===== src/design/mklb_pkg.sv =====
// Shared constants, types and mask helpers for the masked key lower-bound search.
package mklb_pkg;

  // Default sizing
  localparam int TABLE_ENTRIES_DEF = 1024;
  localparam int MAX_KEY_BYTES_DEF = 8;

  // Field widths
  localparam int KEY_W      = 64;
  localparam int IDX_W      = 10;
  localparam int POS_W      = 11;
  localparam int KB_W       = 4;
  localparam int MASK_W     = 8;
  localparam int CFG_DATA_W = 8;
  localparam int CFG_IDX_W  = 1;

  // Commands
  localparam logic CMD_WRITE  = 1'b0;
  localparam logic CMD_SEARCH = 1'b1;

  // Register indexes
  localparam logic [CFG_IDX_W-1:0] REG_KEY_BYTES      = 1'b0;
  localparam logic [CFG_IDX_W-1:0] REG_LAST_BYTE_MASK = 1'b1;

  // Register reset values
  localparam logic [KB_W-1:0]   KEY_BYTES_RST = 4'd8;
  localparam logic [MASK_W-1:0] LAST_MASK_RST = 8'hff;

  // Status codes
  localparam logic STATUS_OK        = 1'b0;
  localparam logic STATUS_START_ERR = 1'b1;

  // Search request handed to the controller
  typedef struct packed {
    logic [POS_W-1:0] range_start;
    logic [POS_W-1:0] range_end;
    logic [KEY_W-1:0] query;
    logic [KEY_W-1:0] stored_mask;
    logic             nonempty;
  } srch_req_t;

  // Search result
  typedef struct packed {
    logic [POS_W-1:0] found_position;
    logic             status;
  } srch_res_t;

  // Keep mask for a stored key: full compared bytes, last one under the byte mask
  function automatic logic [KEY_W-1:0] stored_key_mask(logic [KB_W-1:0] nbytes,
                                                       logic [MASK_W-1:0] last_mask);
    logic [KEY_W-1:0] m;
    m = '0;
    for (int b = 0; b < 8; b++) begin
      if (b + 1 < int'(nbytes)) begin
        m[KEY_W-1-8*b -: 8] = 8'hff;
      end else if (b + 1 == int'(nbytes)) begin
        m[KEY_W-1-8*b -: 8] = last_mask;
      end
    end
    return m;
  endfunction

  // Keep mask for the query: all compared bytes
  function automatic logic [KEY_W-1:0] query_key_mask(logic [KB_W-1:0] nbytes);
    logic [KEY_W-1:0] m;
    m = '0;
    for (int b = 0; b < 8; b++) begin
      if (b < int'(nbytes)) begin
        m[KEY_W-1-8*b -: 8] = 8'hff;
      end
    end
    return m;
  endfunction

endpackage


===== src/design/mklb_search_ctrl.sv =====
// Binary search sequencer: one table read per halving step, result held until taken.
module mklb_search_ctrl #(
  parameter int TABLE_ENTRIES = mklb_pkg::TABLE_ENTRIES_DEF,
  parameter int AW            = $clog2(TABLE_ENTRIES),
  parameter int PW            = $clog2(TABLE_ENTRIES + 1)
) (
  input  logic                       clk_i,
  input  logic                       rst_ni,
  input  logic                       start_i,
  input  mklb_pkg::srch_req_t        req_i,
  output logic                       busy_o,
  output logic                       res_valid_o,
  output mklb_pkg::srch_res_t        res_o,
  input  logic                       res_ready_i,
  output logic                       re_o,
  output logic [AW-1:0]              raddr_o,
  input  logic [mklb_pkg::KEY_W-1:0] rdata_i
);

  localparam logic [1:0] S_IDLE = 2'd0;
  localparam logic [1:0] S_WAIT = 2'd1;
  localparam logic [1:0] S_DONE = 2'd2;

  localparam logic [31:0]   TE32   = 32'(TABLE_ENTRIES);
  localparam logic [PW-1:0] TE_POS = PW'(TABLE_ENTRIES);

  logic [1:0]                 state_q, state_d;
  logic [PW-1:0]              lo_q, lo_d, hi_q, hi_d, mid_q, mid_d;
  logic [mklb_pkg::KEY_W-1:0] query_q, query_d, smask_q, smask_d;
  mklb_pkg::srch_res_t        res_q, res_d;

  logic [PW-1:0] lo_init, hi_init, cur_lo, cur_hi, mid_next;
  logic          key_less;

  // Clamp the requested range to the table
  always_comb begin
    lo_init = (32'(req_i.range_start) > TE32) ? TE_POS : PW'(req_i.range_start);
    hi_init = (32'(req_i.range_end) > TE32) ? TE_POS : PW'(req_i.range_end);
  end

  // Compare the fetched key against the query and narrow the interval
  assign key_less = (rdata_i & smask_q) < query_q;

  always_comb begin
    if (state_q == S_IDLE) begin
      cur_lo = lo_init;
      cur_hi = hi_init;
    end else if (key_less) begin
      cur_lo = mid_q + PW'(1);
      cur_hi = hi_q;
    end else begin
      cur_lo = lo_q;
      cur_hi = mid_q;
    end
    mid_next = cur_lo + ((cur_hi - cur_lo) >> 1);
  end

  // Sequencer
  always_comb begin
    state_d = state_q;
    lo_d    = lo_q;
    hi_d    = hi_q;
    mid_d   = mid_q;
    query_d = query_q;
    smask_d = smask_q;
    res_d   = res_q;
    re_o    = 1'b0;
    case (state_q)
      S_IDLE: begin
        if (start_i) begin
          query_d = req_i.query;
          smask_d = req_i.stored_mask;
          if (req_i.range_start > req_i.range_end) begin
            res_d   = '{found_position: '0, status: mklb_pkg::STATUS_START_ERR};
            state_d = S_DONE;
          end else if (!req_i.nonempty) begin
            res_d   = '{found_position: '0, status: mklb_pkg::STATUS_OK};
            state_d = S_DONE;
          end else if (cur_lo < cur_hi) begin
            re_o    = 1'b1;
            lo_d    = cur_lo;
            hi_d    = cur_hi;
            mid_d   = mid_next;
            state_d = S_WAIT;
          end else begin
            res_d   = '{found_position: mklb_pkg::POS_W'(cur_lo),
                        status: mklb_pkg::STATUS_OK};
            state_d = S_DONE;
          end
        end
      end
      S_WAIT: begin
        lo_d = cur_lo;
        hi_d = cur_hi;
        if (cur_lo < cur_hi) begin
          re_o  = 1'b1;
          mid_d = mid_next;
        end else begin
          res_d   = '{found_position: mklb_pkg::POS_W'(cur_lo),
                      status: mklb_pkg::STATUS_OK};
          state_d = S_DONE;
        end
      end
      S_DONE: begin
        if (res_ready_i) begin
          state_d = S_IDLE;
        end
      end
      default: begin
        state_d = S_IDLE;
      end
    endcase
  end

  assign raddr_o     = mid_next[AW-1:0];
  assign busy_o      = (state_q != S_IDLE);
  assign res_valid_o = (state_q == S_DONE);
  assign res_o       = res_q;

  // Control state
  always_ff @(posedge clk_i or negedge rst_ni) begin
    if (!rst_ni) begin
      state_q <= S_IDLE;
    end else begin
      state_q <= state_d;
    end
  end

  // Interval and result payload
  always_ff @(posedge clk_i) begin
    lo_q    <= lo_d;
    hi_q    <= hi_d;
    mid_q   <= mid_d;
    query_q <= query_d;
    smask_q <= smask_d;
    res_q   <= res_d;
  end

endmodule


===== config.mk =====
export PLATFORM = sky130hd
export DESIGN_NAME = mklb_search_ctrl
export DESIGN_NICKNAME = d
export VERILOG_FILES = /design/src/design/mklb_pkg.sv /design/src/design/mklb_search_ctrl.sv
export SDC_FILE = /design/constraint.sdc
export NUM_CORES = 1
export LEC_CHECK = 0
export BUFFER_PORTS_ARGS = -buffer_cell sky130_fd_sc_hd__buf_2
export CAP_MARGIN = 0
export CORE_ASPECT_RATIO = 0.8
export CORE_MARGIN = 5
export CORE_UTILIZATION = 54
export DETAILED_ROUTE_END_ITERATION = 10
export PLACE_DENSITY_LB_ADDON = 0.12
export SLEW_MARGIN = 20
export SYNTH_ARGS = -nofsm -noshare
export SYNTH_HDL_FRONTEND = slang
export SYNTH_SLANG_ARGS = --single-unit

===== constraint.sdc =====
create_clock -name clk_i -period 9.3 [get_ports clk_i]
set_input_delay 0.93 -clock clk_i [delete_from_list [all_inputs] [get_ports clk_i]]
set_output_delay 0.93 -clock clk_i [all_outputs]
set_load 0.01 [all_outputs]

==> flow_summary.yaml <==
clock_tree:
  clk_pin_slew_ps: 70
  cts_resized: 0
  cts_inserted_buffers: 17
  cts_tree: "yes"
  cts-htree-levels: 4
  clock-sinks: 175
  clk_latency_ps: 430
  hold_buffers: 0
  cts.path.max_buffers: 2
  cts_setup_buffers: 0
  cts_root_buffer: "clkbuf_16"
pwr:
  p_switching_uw: 1800
  p_int_uw: 2590
  power_frac_seq: 0.279
  p_clk_frac: 0.182
  powerDensity_mw_per_mm2: 375
  peakVddDrop_mv: 0.300
  comb_power_share: 0.539
  swShare: 0.410
  leakage_uw: 0.00526
logic_synthesis:
  ys.flop_type: "edfxtp_1"
  yosys.cell_types.count: 65
  avgSynthCellArea_sq_um: 11.9
  synth-seq-cells: 175
  synth_edf_count: 173
  async_reset_ff_frac: 0.0114
  ys_seq_area_frac: 0.545
  synthCells: 809
  syn_area_sq_mm: 0.00962
  yosys_warnings: 0
  syn_nets: 1124
layout:
  multi_input_area_sq_mm: 0.00389
  area_growth_syn_to_layout_pct: 21.7
  fin_nets: 1372
  final_area_sq_mm: 0.0117
  regArea_sq_mm: 0.00525
  num-fill-cells: 1338
  drive_above_1_share: 0.285
drt:
  drc: 0
  dr.pass1.iters: 5
  routed_via_density: 5.38
  wl_per_cell_um: 17.8
  drt-initial-drc-count: 635
  vias: 6977
  antenna_left: 0
  routed_wl_um: 23100
sta:
  rsz0062_at_grt: "false"
  fmax_mhz: 129
  clock_skew_ps: 11.6
  setup_viol: 0
  worst_pin_slew_ps: 1020
  hold_viol: 0
  period_minus_slack_ps: 7750
  relSlewSlack: 0.319
  finalCritPeriodShare: 0.833
  setup_tns_ps: 0
  slew_viol_final: 0
status:
  status: "completed"
critical_path:
  r2r_cells: 23
  path_class: "input pin to output port"
  critPathMaxFanout: 10
  start_kind: "input pin"
  worstPathArrival_ps: 6820
  end_kind: "output port"
  required_ps: 8370
placement:
  dpl-instance-area_sq_mm: 0.0111
  routabilityCongestion: 0.885
  dp_hpwl_um: 18100
  place.port_buffers: 243
global_routing:
  antenna_found_initial: 4
  grt_pass1_vias: 6649
  grt.overflow.total: 0
  grtUsageTotal: 0.223
  grt_max_degree: 71
  grt_pass1_wl_um: 35700
flow_run:
  drv_cap: 0
floorplan:
  die_area_sq_mm: 0.0206
  fp-row-count: 43
  core_area_sq_mm: 0.0174
  initial_core_util: 0.552
  fp.dieH_um: 129
  num_io_pins: 244
  die_w_um: 159
min_path:
  hold_class: "input pin to async pin"
[final timing paths]
kind	startpoint	to	slack (ps)
max reg2reg	smask_q[61]$_DFFE_PP_	mid_q[10]$_DFFE_PP_	2810
min in group clk_i	req_i[2]	smask_q[1]$_DFFE_PP_	670
max	rdata_i[17]	raddr_o[9]	1550
min reg2reg	res_o[0]$_DFFE_PP_	res_o[0]$_DFFE_PP_	710
min	rst_ni	state_q[1]$_DFFE_PN0P_	270
max in group asynchronous	rst_ni	state_q[0]$_DFFE_PN0P_	8930
[through the flow]
stage	total power (uW)	setup slack, ps	hold WS (ps)	utilization	cells
global route	4700	1060	250	0.672	1296
detailed placement	3590	1570	647	0.634	1263
global placement	3560	1690	667	0.634	1263
finish	4390	1550	273	0.672	1296
CTS	4400	1560	257	0.672	1295
floorplan	3160	1950	626	-	809
[final cells by class]
type                            count  area share
Multi-Input combinational cell    515       0.332
Clock inverter                     14      0.0191
Clock buffer                       18      0.0366
Sequential cell                   175       0.448
Tap cell                          225      0.0240
Antenna cell                        1    0.000214
Inverter                           98      0.0314
Timing Repair Buffer              250       0.108
[cells in the mapped netlist (5+ instances only)]
cell | n | area [sq um]
and2_1 | 65 | 407
xor2_1 | 11 | 96.3
clkbuf_1 | 8 | 30.0
mux2i_1 | 15 | 150
ha_1 | 94 | 1180
o21ai_0 | 32 | 160
buf_4 | 10 | 75.1
a211o_1 | 7 | 61.3
inv_1 | 97 | 364
nand3_1 | 18 | 90.1
edfxtp_1 | 173 | 5190
a211oi_1 | 9 | 67.6
a211oi_2 | 5 | 62.6
o21a_1 | 9 | 67.6
a21o_1 | 5 | 37.5
nand4_1 | 16 | 100
and3_1 | 5 | 31.3
nor3_1 | 5 | 25.0
nor2_1 | 36 | 135
xnor2_1 | 16 | 140
a21oi_1 | 44 | 220
nand2_1 | 55 | 206
[metal layers]
metal  part of all wire  GRT usage  wire length (um)
met5             0.0012          0                28
met4             0.0071     0.0421               164
met3              0.092     0.0684              2130
met2               0.43      0.329              9960
met1               0.47      0.331             10800
[power groups by stage]
stage,clock [uW],sequential [uW],combinational [uW]
finish,799,1230,2360
global route,852,1240,2610
CTS,813,1230,2360
detailed placement,0,1240,2350
global placement,0,1240,2320
floorplan,0,1250,1910
[critical path, cell delays in order]
cell,delay (ps)
buf_2,90
and2_1,150
ha_1,290
a21oi_1,180
o21ai_1,110
a221oi_2,350
o221ai_2,180
nor4_4,750
mux2i_1,180
o2bb2ai_1,520
inv_1,160
ha_1,370
a21o_1,260
maj3_2,350
o31ai_4,250
o21bai_1,100
a21oi_1,190
xnor2_1,140
ha_1,300
and3_1,190
a211o_1,280
a21oi_1,180
xnor2_1,160
buf_2,170
[flip-flops by register name, indices dropped and copies added, names as in the netlist]
signal,count
smask_q,64
query_q,64
res_o,12
hi_q,11
mid_q,11
lo_q,11
state_q,2
[cells in the final DEF (no fill, tap or decap), types with 5 or more instances in the layout]
master     synthesis  layout
inv_6              0       6
ha_1              94      94
buf_2              1     243
and3_1             5       5
a21o_1             5       5
mux2i_1           15      15
o21ai_0           32      32
a211o_1            7       7
nor3_1             5       5
nand2_1           55      55
nand4_1           16      16
inv_1             97      97
and2_1            65      64
buf_4             10       7
nor2_1            36      35
a211oi_2           5       5
clkbuf_16          0      17
a211oi_1           9       9
a21oi_1           44      44
edfxtp_1         173     173
xnor2_1           16      16
o21a_1             9       9
nand3_1           18      18
xor2_1            11      11
bufinv_16          0       5
[cell families after synthesis]
group	count (synthesis)	synth area share
multiplexers	17	0.0186
flip-flops	175	0.545
AND/OR/NAND/NOR	223	0.123
XOR/XNOR	27	0.0246
adder cells (fa/ha/maj)	98	0.129
buffers and inverters	119	0.0512
AO/OA/AOI/OAI	150	0.109
Note: power is estimated with default switching activity, not from simulation.
